[config.mk]
export PLATFORM = sky130hd
export DESIGN_NAME = lru_page_buffer_directory_unit
export DESIGN_NICKNAME = d
export VERILOG_FILES = /design/src/rtl/lpbd_pkg.sv /design/src/rtl/lpbd_front.sv /design/src/rtl/lpbd_back.sv /design/src/rtl/lru_page_buffer_directory_unit.sv
export SDC_FILE = /design/constraint.sdc
export NUM_CORES = 2
export LEC_CHECK = 0
export BUFFER_PORTS_ARGS = -buffer_cell sky130_fd_sc_hd__buf_2
export CORE_ASPECT_RATIO = 0.75
export CORE_MARGIN = 2
export CORE_UTILIZATION = 57
export DETAILED_ROUTE_END_ITERATION = 10
export GPL_ROUTABILITY_DRIVEN = 1
export PLACE_DENSITY = 0.72
export SLEW_MARGIN = 10
export SYNTH_ARGS = -nofsm -noshare
export SYNTH_HDL_FRONTEND = slang
export SYNTH_SLANG_ARGS = --single-unit
[constraint.sdc]
create_clock -name i_clk -period 6.7 [get_ports i_clk]
set_clock_uncertainty 0.15 [all_clocks]
set_input_delay 0 -clock i_clk [delete_from_list [all_inputs] [get_ports i_clk]]
set_output_delay 0 -clock i_clk [all_outputs]
set_load 0.02 [all_outputs]
[src/rtl/lpbd_pkg.sv]
// Shared types and codes for the LRU page buffer directory.
package lpbd_pkg;

    localparam logic [1:0] CMD_GET    = 2'd0;
    localparam logic [1:0] CMD_INVAL  = 2'd1;
    localparam logic [1:0] CMD_SHRINK = 2'd2;
    localparam logic [1:0] CMD_NONE   = 2'd3;

    localparam logic [2:0] EV_HIT    = 3'd0;
    localparam logic [2:0] EV_MISS   = 3'd1;
    localparam logic [2:0] EV_EVICT  = 3'd2;
    localparam logic [2:0] EV_INVAL  = 3'd3;
    localparam logic [2:0] EV_ABSENT = 3'd4;
    localparam logic [2:0] EV_SHRINK = 3'd5;

    typedef struct packed {
        logic [1:0]  command;
        logic [7:0]  table_id;
        logic [31:0] page_number;
        logic [4:0]  target_pages;
    } t_cmd;

    typedef struct packed {
        logic [2:0]  event_res;
        logic [7:0]  event_table;
        logic [31:0] event_page;
        logic [4:0]  occupancy;
        logic        last;
    } t_res;

endpackage

[src/rtl/lpbd_front.sv]
// Command intake: drops unused codes and queues the rest for the engine.
module lpbd_front (
    input  logic           i_clk,
    input  logic           i_rst_n,
    input  logic           i_push,
    output logic           o_full,
    input  lpbd_pkg::t_cmd i_cmd,
    output logic           o_cmd_valid,
    output lpbd_pkg::t_cmd o_cmd,
    input  logic           i_cmd_take
);
    import lpbd_pkg::*;

    // two-entry command queue
    logic [1:0] r_cnt;
    logic       r_rd;
    logic       r_wr;
    t_cmd       r_q [2];
    logic       w_in;
    logic       w_keep;

    assign o_full      = (r_cnt == 2'd2);
    assign w_in        = i_push && !o_full;
    // drop the unused command code
    assign w_keep      = w_in && (i_cmd.command != CMD_NONE);
    assign o_cmd_valid = (r_cnt != 2'd0);
    assign o_cmd       = r_q[r_rd];

    // advance pointers and count
    always_ff @(posedge i_clk) begin
        if (!i_rst_n) begin
            r_cnt <= 2'd0;
            r_rd  <= 1'b0;
            r_wr  <= 1'b0;
        end else begin
            if (w_keep) begin
                r_wr <= ~r_wr;
            end
            if (i_cmd_take && o_cmd_valid) begin
                r_rd <= ~r_rd;
            end
            r_cnt <= r_cnt + {1'b0, w_keep} - {1'b0, i_cmd_take && o_cmd_valid};
        end
    end

    // hold queued payload
    always_ff @(posedge i_clk) begin
        if (w_keep) begin
            r_q[r_wr] <= i_cmd;
        end
    end

    a_cnt_range: assert property (@(posedge i_clk) disable iff (!i_rst_n)
        r_cnt != 2'd3) else $error("queue count overflow");
    a_no_take_empty: assert property (@(posedge i_clk) disable iff (!i_rst_n)
        r_cnt == 2'd0 |-> !o_cmd_valid) else $error("valid while empty");
    a_drop: assert property (@(posedge i_clk) disable iff (!i_rst_n)
        (w_in && i_cmd.command == CMD_NONE && !(i_cmd_take && o_cmd_valid)) |=> $stable(r_cnt))
        else $error("unused command queued");
endmodule

[src/rtl/lpbd_back.sv]
// Directory engine: lookup, LRU scan, eviction, insertion and result output.
module lpbd_back #(
    parameter int ENTRIES    = 16,
    parameter int STAMP_BITS = 48
) (
    input  logic           i_clk,
    input  logic           i_rst_n,
    input  logic           i_cmd_valid,
    input  lpbd_pkg::t_cmd i_cmd,
    output logic           o_cmd_take,
    input  logic [4:0]     i_capacity,
    output logic           o_res_valid,
    output lpbd_pkg::t_res o_res,
    input  logic           i_res_take
);
    import lpbd_pkg::*;

    localparam int IW = $clog2(ENTRIES);
    localparam int CW = $clog2(ENTRIES + 1);

    localparam logic [2:0] S_IDLE  = 3'd0;
    localparam logic [2:0] S_FIND  = 3'd1;
    localparam logic [2:0] S_SCAN  = 3'd2;
    localparam logic [2:0] S_DEC   = 3'd3;
    localparam logic [2:0] S_EMIT  = 3'd4;
    localparam logic [2:0] S_RDV   = 3'd5;

    logic [2:0]            r_st;
    t_cmd                  r_cmd;
    logic [ENTRIES-1:0]    r_valid;
    logic [7:0]            r_tab  [ENTRIES];
    logic [31:0]           r_pg   [ENTRIES];
    logic [STAMP_BITS-1:0] r_stmp [ENTRIES];
    logic [STAMP_BITS-1:0] r_ctr;
    logic [CW-1:0]         r_held;
    logic [IW:0]           r_i;
    logic                  r_bfound;
    logic [IW-1:0]         r_best;
    logic [STAMP_BITS-1:0] r_bstamp;
    logic                  r_hit;
    logic [IW-1:0]         r_hidx;
    logic                  r_evict_then_miss;
    logic                  r_ovalid;
    t_res                  r_res;

    logic [IW-1:0]         w_idx;
    logic                  w_match;
    logic                  w_out_free;
    logic [CW-1:0]         w_cap;
    logic [IW-1:0]         w_free;
    logic [STAMP_BITS-1:0] w_ns;
    logic                  w_evict_first;
    logic                  w_load;

    assign w_idx      = r_i[IW-1:0];
    assign w_match    = r_valid[w_idx] && r_tab[w_idx] == r_cmd.table_id
                        && r_pg[w_idx] == r_cmd.page_number;
    assign w_out_free = !r_ovalid || i_res_take;
    assign o_res_valid = r_ovalid;
    assign o_res       = r_res;
    assign o_cmd_take  = (r_st == S_IDLE) && i_cmd_valid;
    assign w_ns        = r_ctr + {{(STAMP_BITS-1){1'b0}}, 1'b1};

    // a full directory on a miss evicts once before the insertion
    assign w_evict_first = (r_cmd.command == CMD_GET) && !r_hit && !r_evict_then_miss
                           && (r_held >= w_cap);
    // load a result into the output register
    assign w_load = w_out_free
                    && ((r_st == S_RDV) || ((r_st == S_EMIT) && !w_evict_first));

    // clamp capacity to 1..ENTRIES
    always_comb begin
        if (i_capacity == 5'd0) begin
            w_cap = CW'(1);
        end else if (32'(i_capacity) > ENTRIES) begin
            w_cap = CW'(ENTRIES);
        end else begin
            w_cap = CW'(i_capacity);
        end
    end

    // lowest invalid slot
    always_comb begin
        w_free = '0;
        for (int k = ENTRIES - 1; k >= 0; k--) begin
            if (!r_valid[k]) begin
                w_free = IW'(k);
            end
        end
    end

    // sequence one command
    always_ff @(posedge i_clk) begin
        if (!i_rst_n) begin
            r_st     <= S_IDLE;
            r_valid  <= '0;
            r_ctr    <= '0;
            r_held   <= '0;
            r_ovalid <= 1'b0;
            r_i      <= '0;
        end else begin
            if (w_load) begin
                r_ovalid <= 1'b1;
            end else if (i_res_take) begin
                r_ovalid <= 1'b0;
            end
            unique case (r_st)
                S_IDLE: begin
                    if (i_cmd_valid) begin
                        r_cmd <= i_cmd;
                        r_i   <= '0;
                        r_hit <= 1'b0;
                        r_bfound <= 1'b0;
                        r_evict_then_miss <= 1'b0;
                        r_st  <= (i_cmd.command == CMD_SHRINK) ? S_DEC : S_FIND;
                    end
                end
                S_FIND: begin
                    // one entry per cycle
                    if (w_match) begin
                        r_hit  <= 1'b1;
                        r_hidx <= w_idx;
                    end
                    if (r_i == (IW+1)'(ENTRIES - 1)) begin
                        r_st <= S_EMIT;
                    end else begin
                        r_i <= r_i + (IW+1)'(1);
                    end
                end
                S_DEC: begin
                    // shrink loop head
                    r_i      <= '0;
                    r_bfound <= 1'b0;
                    if (32'(r_held) > 32'(r_cmd.target_pages)) begin
                        r_st <= S_SCAN;
                    end else begin
                        r_st <= S_EMIT;
                    end
                end
                S_SCAN: begin
                    if (r_valid[w_idx] && (!r_bfound || r_stmp[w_idx] < r_bstamp)) begin
                        r_bfound <= 1'b1;
                        r_best   <= w_idx;
                        r_bstamp <= r_stmp[w_idx];
                    end
                    if (r_i == (IW+1)'(ENTRIES - 1)) begin
                        r_st <= S_RDV;
                    end else begin
                        r_i <= r_i + (IW+1)'(1);
                    end
                end
                S_RDV: begin
                    // emit eviction
                    if (w_out_free) begin
                        r_res.event_res   <= EV_EVICT;
                        r_res.event_table <= r_tab[r_best];
                        r_res.event_page  <= r_pg[r_best];
                        r_res.occupancy   <= 5'(r_held - CW'(1));
                        r_res.last        <= 1'b0;
                        r_valid[r_best]   <= 1'b0;
                        r_held            <= r_held - CW'(1);
                        r_st <= (r_cmd.command == CMD_SHRINK) ? S_DEC : S_EMIT;
                    end
                end
                S_EMIT: begin
                    if (w_out_free) begin
                        if (w_evict_first) begin
                            // evict first, then come back for insertion
                            r_evict_then_miss <= 1'b1;
                            r_i      <= '0;
                            r_bfound <= 1'b0;
                            r_st     <= S_SCAN;
                        end else begin
                            r_res.last <= 1'b1;
                            r_st       <= S_IDLE;
                            if (r_cmd.command == CMD_SHRINK) begin
                                r_res.event_res   <= EV_SHRINK;
                                r_res.event_table <= '0;
                                r_res.event_page  <= '0;
                                r_res.occupancy   <= 5'(r_held);
                            end else if (r_cmd.command == CMD_INVAL) begin
                                r_res.event_table <= r_cmd.table_id;
                                r_res.event_page  <= r_cmd.page_number;
                                if (r_hit) begin
                                    r_valid[r_hidx]  <= 1'b0;
                                    r_held           <= r_held - CW'(1);
                                    r_res.event_res  <= EV_INVAL;
                                    r_res.occupancy  <= 5'(r_held - CW'(1));
                                end else begin
                                    r_res.event_res  <= EV_ABSENT;
                                    r_res.occupancy  <= 5'(r_held);
                                end
                            end else if (r_hit) begin
                                r_stmp[r_hidx]    <= w_ns;
                                r_ctr             <= w_ns;
                                r_res.event_res   <= EV_HIT;
                                r_res.event_table <= r_cmd.table_id;
                                r_res.event_page  <= r_cmd.page_number;
                                r_res.occupancy   <= 5'(r_held);
                            end else begin
                                r_valid[w_free]   <= 1'b1;
                                r_tab[w_free]     <= r_cmd.table_id;
                                r_pg[w_free]      <= r_cmd.page_number;
                                r_stmp[w_free]    <= w_ns;
                                r_ctr             <= w_ns;
                                r_held            <= r_held + CW'(1);
                                r_res.event_res   <= EV_MISS;
                                r_res.event_table <= r_cmd.table_id;
                                r_res.event_page  <= r_cmd.page_number;
                                r_res.occupancy   <= 5'(r_held + CW'(1));
                            end
                        end
                    end
                end
                default: r_st <= S_IDLE;
            endcase
        end
    end

    a_held_bound: assert property (@(posedge i_clk) disable iff (!i_rst_n)
        32'(r_held) <= ENTRIES) else $error("occupancy above entry count");
    a_held_count: assert property (@(posedge i_clk) disable iff (!i_rst_n)
        32'($countones(r_valid)) == 32'(r_held)) else $error("occupancy mismatch");
    a_take_idle: assert property (@(posedge i_clk) disable iff (!i_rst_n)
        o_cmd_take |-> r_st == S_IDLE) else $error("command taken while busy");
endmodule

[src/rtl/lru_page_buffer_directory_unit.sv]
// Top level of the LRU page buffer directory.
//  channel | direction | handshake           | payload
//  command | in        | push / full         | command, table_id, page_number, target_pages
//  result  | out       | empty / pop         | event_res, event_table, event_page, occupancy, last
//  config  | in        | i_cfg_valid / o_cfg_ready | i_cfg_data (capacity in pages)
// Hit, invalidate, plain miss: one lookup pass over the entries, one entry a cycle.
// Miss with eviction: the lookup pass, then a stamp scan; each shrink eviction is one scan.
// The stamp scan walks the whole entry array to find the oldest valid entry.
// Synchronous active-low reset clears valid bits, occupancy, stamp counter, capacity to 16.
// A held result stalls the engine; a two-deep command queue decouples intake.
module lru_page_buffer_directory_unit #(
    parameter int ENTRIES    = 16,
    parameter int STAMP_BITS = 48
) (
    input  logic        i_clk,
    input  logic        i_rst_n,
    input  logic        push,
    output logic        full,
    input  logic [1:0]  i_command,
    input  logic [7:0]  i_table_id,
    input  logic [31:0] i_page_number,
    input  logic [4:0]  i_target_pages,
    output logic        empty,
    input  logic        pop,
    output logic [2:0]  o_event_res,
    output logic [7:0]  o_event_table,
    output logic [31:0] o_event_page,
    output logic [4:0]  o_occupancy,
    output logic        o_last,
    input  logic        i_cfg_valid,
    output logic        o_cfg_ready,
    input  logic [4:0]  i_cfg_data
);
    import lpbd_pkg::*;

    t_cmd       w_cmd_in;
    t_cmd       w_cmd;
    t_res       w_res;
    logic       w_cmd_valid;
    logic       w_cmd_take;
    logic       w_res_valid;
    logic [4:0] r_capacity;

    assign w_cmd_in = '{command: i_command, table_id: i_table_id,
                        page_number: i_page_number, target_pages: i_target_pages};
    assign o_cfg_ready = 1'b1;

    // capacity register
    always_ff @(posedge i_clk) begin
        if (!i_rst_n) begin
            r_capacity <= 5'd16;
        end else if (i_cfg_valid) begin
            r_capacity <= i_cfg_data;
        end
    end

    lpbd_front u_front (
        .i_clk, .i_rst_n,
        .i_push(push), .o_full(full), .i_cmd(w_cmd_in),
        .o_cmd_valid(w_cmd_valid), .o_cmd(w_cmd), .i_cmd_take(w_cmd_take)
    );

    lpbd_back #(.ENTRIES(ENTRIES), .STAMP_BITS(STAMP_BITS)) u_back (
        .i_clk, .i_rst_n,
        .i_cmd_valid(w_cmd_valid), .i_cmd(w_cmd), .o_cmd_take(w_cmd_take),
        .i_capacity(r_capacity),
        .o_res_valid(w_res_valid), .o_res(w_res), .i_res_take(pop && w_res_valid)
    );

    assign empty         = !w_res_valid;
    assign o_event_res   = w_res.event_res;
    assign o_event_table = w_res.event_table;
    assign o_event_page  = w_res.event_page;
    assign o_occupancy   = w_res.occupancy;
    assign o_last        = w_res.last;
endmodule

# == After elaboration in Yosys (flattened, before gate mapping) ==
# Memories as Yosys holds them, arrays and structs flattened. A register that Yosys moved wholly into a read port is not among the register bits.
# Index checks and enable logic that the tools add are counted.
# W data, S select, Z words.
# word_totals
regBits,242
latch_bits,0
mem_bits_rw,1502
romBits,0
in_bits,57
output_inout_bits,52
word_cells,239
memories,4
# op_classes
add_sub_neg,6
mul,0
div_mod_pow,0
n_lt_le_gt_ge,11
eq_ne,26
n_shift,0
n_mux,108
n_bitwise,10
reduce_logical,49
# memory_table
memory,depth,word_bits,read_ports,rd_clocked_by_memory_dff,wr,line_no,source
u_back.r_stmp,16,48,1,1,1,lpbd_back.sv:33,logic [STAMP_BITS-1:0] r_stmp [ENTRIES];
u_back.r_pg,16,32,2,2,1,lpbd_back.sv:32,logic [31:0] r_pg [ENTRIES];
u_back.r_tab,16,8,2,2,1,lpbd_back.sv:31,logic [7:0] r_tab [ENTRIES];
u_front.r_q,2,47,1,1,1,lpbd_front.sv:18,t_cmd r_q [2];
# op_table
operator,count
$mux W49,3
$mux W48,3
$mux W16,7
$mux W4,25
$pmux W49 S2,1
$mux W5,13
$add A48 B1 Y48 const B,1
$lt A48 B48 Y1,1
$reduce_or A48 Y1,1
$mux W46,1
$mux W1,34
$and A16 B16 Y16,2
$eq A32 B32 Y1,1
$not A16 Y16,2
$pmux W16 S2,1
$reduce_and A5 Y1,5
$mux W3,8
$lt A4 B5 Y1 const B,4
$pmux W5 S4,1
$pmux W3 S6,1
$logic_and A1 B1 Y1,16
$ne A2 B1 Y1 const B,8
$or A16 B16 Y16,1
$demux W1 S4,3
other kinds (36),67

# == Longest topological paths before layout ==
# logic_depth
word_depth,27
ltp_mapped,20
mapped_depth_nobuf,13

# == Modules after synthesis ==
# A second synthesis with hierarchy kept.
# unflattened
cells_unflattened,3870
hier_area_um2,74869.3
# modules_own_cells
module,instances,cells_each,area_per_inst_um2,seq_area_each_um2
lpbd_back,1,3678,70888.0,48656.7
lpbd_front,1,172,3769.9,2922.8
lru_page_buffer_directory_unit,1,20,211.5,100.1

# == Worst setup path after synthesis ==
# Ideal clock, no wire load.
# synth_path
kind,flip-flop to flip-flop
start,register with a tool-made name
end,register with a tool-made name
setup_time_ns,0.124
arrival_time_ns,6.597
required_time_ns,6.426
setup_slack_ns,-0.172
stages_incl_launch_ff,21
path_buffers,8
synth_period_minus_slack_ns,6.872
path_cell_list,dfxtp_1 > buf_6 > buf_4 > buf_4 > buf_2 > buf_2 > buf_2 > buf_2 > mux4_2 > mux4_2 > ha_1 > a21o_1 > a21o_1 > a21o_1 > a21oi_1 > nor2_1 > o311ai_0 > and2_1 > and4_1 > clkbuf_1 > mux2_2

==> impl_metrics.tcl <==
set metrics [dict create \
    grt_pass1_vias 39243 \
    power_density_nw_per_um2 303 \
    hold_violations 0 \
    fill_cells 8544 \
    cp-start-kind "flip-flop" \
    max_cap_viol_count 0 \
    ant_nets 0 \
    end_kind "flip-flop" \
    slew_violations 0 \
    coreArea_sq_um 129000 \
    synthCells 3850 \
    leakage_nw 28.5 \
    grt_pass1_wl_mm 264 \
    vdd_ir_drop_max_uv 287 \
    fp.dieH_um 317 \
    setup_tns_ns 0 \
    finalCritPeriodShare_pct 81.1 \
    avgViaCountPerCell 6.56 \
    total_power_mw 25.5 \
    pin_count 109 \
    crit_type "reg2reg" \
    drc_errors 0 \
    rows 114 \
    finalSetupViolations 0 \
    place.gp.congestion 0.857 \
    synth_cell_type_count 66 \
    hold_depth 3 \
    clock_latency_ns 0.81 \
    netlist_area_sq_um 74500 \
    fin_nets 4253 \
    initial_core_util_pct 57.6 \
    synth_warnings 0 \
    initialDrtViolationCount 5227 \
    worstHoldStart "i_rst_n" \
    grt_use_total_pct 27.3 \
    r2r_slack_ns 1.27 \
    cts_max_path_buffers 3 \
    yosys_most_used_dff "edfxtp_1" \
    syn_avg_cell_area_sq_um 19.4 \
    worst_hold_slack_ns 0.228 \
    cts_num_sinks 1753 \
    cp.required_ns 7.04 \
    cts_tree "done" \
    async_flop_share_pct 0 \
    ys_ff_latch 1753 \
    max_freq_mhz 184 \
    yosysSeqAreaShare_pct 69.3 \
    syn_nets 3975 \
    fp.dieW_um 422 \
    r2r_end "u_back.r_bstamp[34]" \
    worstMarginPinSlew_ns 1.32 \
    fin_crit_ns 5.43 \
    layout_setup_ws_ns 1.27 \
    h-tree-depth 4 \
    outcome "finished clean" \
    fin_util_pct 65.1 \
    grt_overflow 0 \
    rsz0062_at_grt "false" \
    relSlewSlack_pct 11.5 \
    crit_arrival_ns 5.77 \
    hold_path_class "in2reg" \
    dp_hpwl_mm 97.8 \
    die_area_sq_um 134000 \
    crit_path_max_fanout 36 \
    grt_start_max_net_pins 108 \
    synth_edf_count 1657 \
    clockRootBuffer "clkbuf_16" \
    pre_cts_ws_ns 1.27 \
    wl_per_cell_um 29.9 \
    num_vias 39411 \
    ff_latch_area_sq_um 51700 \
    multi_input_area_sq_um 22000 \
    clk_pin_slew_ns 0.06 \
    area_growth_pct 13.0 \
    routed_wl_mm 180 \
    numCtsBuffers 166 \
    whs_endpoint "u_back.r_st[0]" \
    antenna_found_initial 4 \
    drive_gt1_share_pct 27.4 \
    cts_resized 0 \
    io_buffers 107 \
    r2r.worst_path.cells 13 \
    first_pass_iters 6 \
]
what timing repair did:
item | 4_1_cts | 5_1_grt
setup buffers | 0 | 0
hold endpoints to repair | 134 | 0
endpoints found under the setup margin | 0 | 0
hold buffers | 120 | 0
worst max-delay path by stage:
stage,start,to,depth (start not counted)
floorplan,flip-flop,flip-flop,20
global placement,flip-flop,u_back.r_bstamp[40],12
detailed placement,flip-flop,u_back.r_bstamp[40],13
CTS,flip-flop,u_back.r_bstamp[34],13
global route,flip-flop,u_back.r_bstamp[34],13
finish,flip-flop,u_back.r_bstamp[34],13
logic make-up after synthesis:
family | share of synthesized area (%)
AND/OR/NAND/NOR | 4.00
XOR/XNOR | 1.75
buffers and inverters | 1.61
flip-flops | 69.3
other | 0.00503
multiplexers | 19.9
AO/OA/AOI/OAI | 2.24
adder cells (fa/ha/maj) | 1.14
area by class of cell:
cell class / instances / share of cell area [%]
Antenna cell: 1 / 0.00297
Clock buffer: 219 / 5.34
Clock inverter: 85 / 0.976
Inverter: 83 / 0.371
Multi-Input combinational cell: 1805 / 26.2
Sequential cell: 1753 / 61.4
Tap cell: 1740 / 2.58
Timing Repair Buffer: 319 / 3.15
power breakdown:
part | internal [mW] | switching, mW | total, mW
Sequential | 12.4 | 0.428 | 12.9
Combinational | 1.39 | 1.96 | 3.35
Clock | 5.24 | 4.03 | 9.28
Total | 19.1 | 6.42 | 25.5
stage by stage:
stage          instances  instance area [sq um]
3_3_place_gp        5580                  77600
2_1_floorplan       3850                  74500
4_1_cts             6004                  84100
6_report            6005                  84200
3_5_place_dp        5580                  77600
5_1_grt             6004                  84200
sequential cells by signal, summed over array words and instances, names as in the netlist, 5 cells and up, named ones only:
name / cells
u_back.r_bstamp: 48
u_back.r_ctr: 48
u_back.r_pg: 512
u_front.r_q: 94
u_back.o_res: 49
u_back.r_i: 5
r_capacity: 5
u_back.r_cmd: 47
u_back.r_stmp: 768
u_back.r_held: 5
u_back.r_valid: 16
u_back.r_tab: 128
per-layer routing:
metal	share of wire [%]	wire length, um	track usage [%]	vias up
li1	-	-	-	16383
met1	42	76300	42.0	20671
met2	44	79500	39.0	2130
met3	11	20400	7.75	227
met4	1.9	3490	6.93	0
met5	0	0	0	-
synthesized netlist by cell type (all sizes together), types with 68 or more instances:
library cell	instances	share of area [%]
ha	68	1.1
nand3	74	0.50
buf	84	0.57
inv	82	0.41
dfxtp	96	2.6
mux4	606	18
clkbuf	125	0.63
xor2	70	0.82
nor2	101	0.51
xnor2	79	0.93
o21ai	79	0.53
edfxtp	1657	67
nand2	191	0.96
critical path, cell delays in order, from the launching register on:
cell and delay [ns]:
dfxtp_4 0.49, buf_4 0.53, mux4_2 0.58, mux4_2 0.57, ha_1 0.34, a21o_1 0.16, a21o_1 0.17, a21oi_1 0.13
o21ai_0 0.09, a21oi_1 0.37, o21ai_0 0.15, o21ai_0 0.29, and4_4 0.73, buf_4 0.33
layout by cell type (no fill, tap or decap), types with 62 or more instances in the layout:
cell type,instances
ha_1,68
xor2_1,66
o21ai_0,75
clkbuf_16,170
xnor2_1,69
nand3_1,74
nor2_1,72
buf_2,107
mux4_2,600
dfxtp_1,87
dlygate4sd3_1,120
and2_1,62
buf_4,74
inv_1,80
edfxtp_1,1657
nand2_1,190
Power figures use the tool's default switching activity.
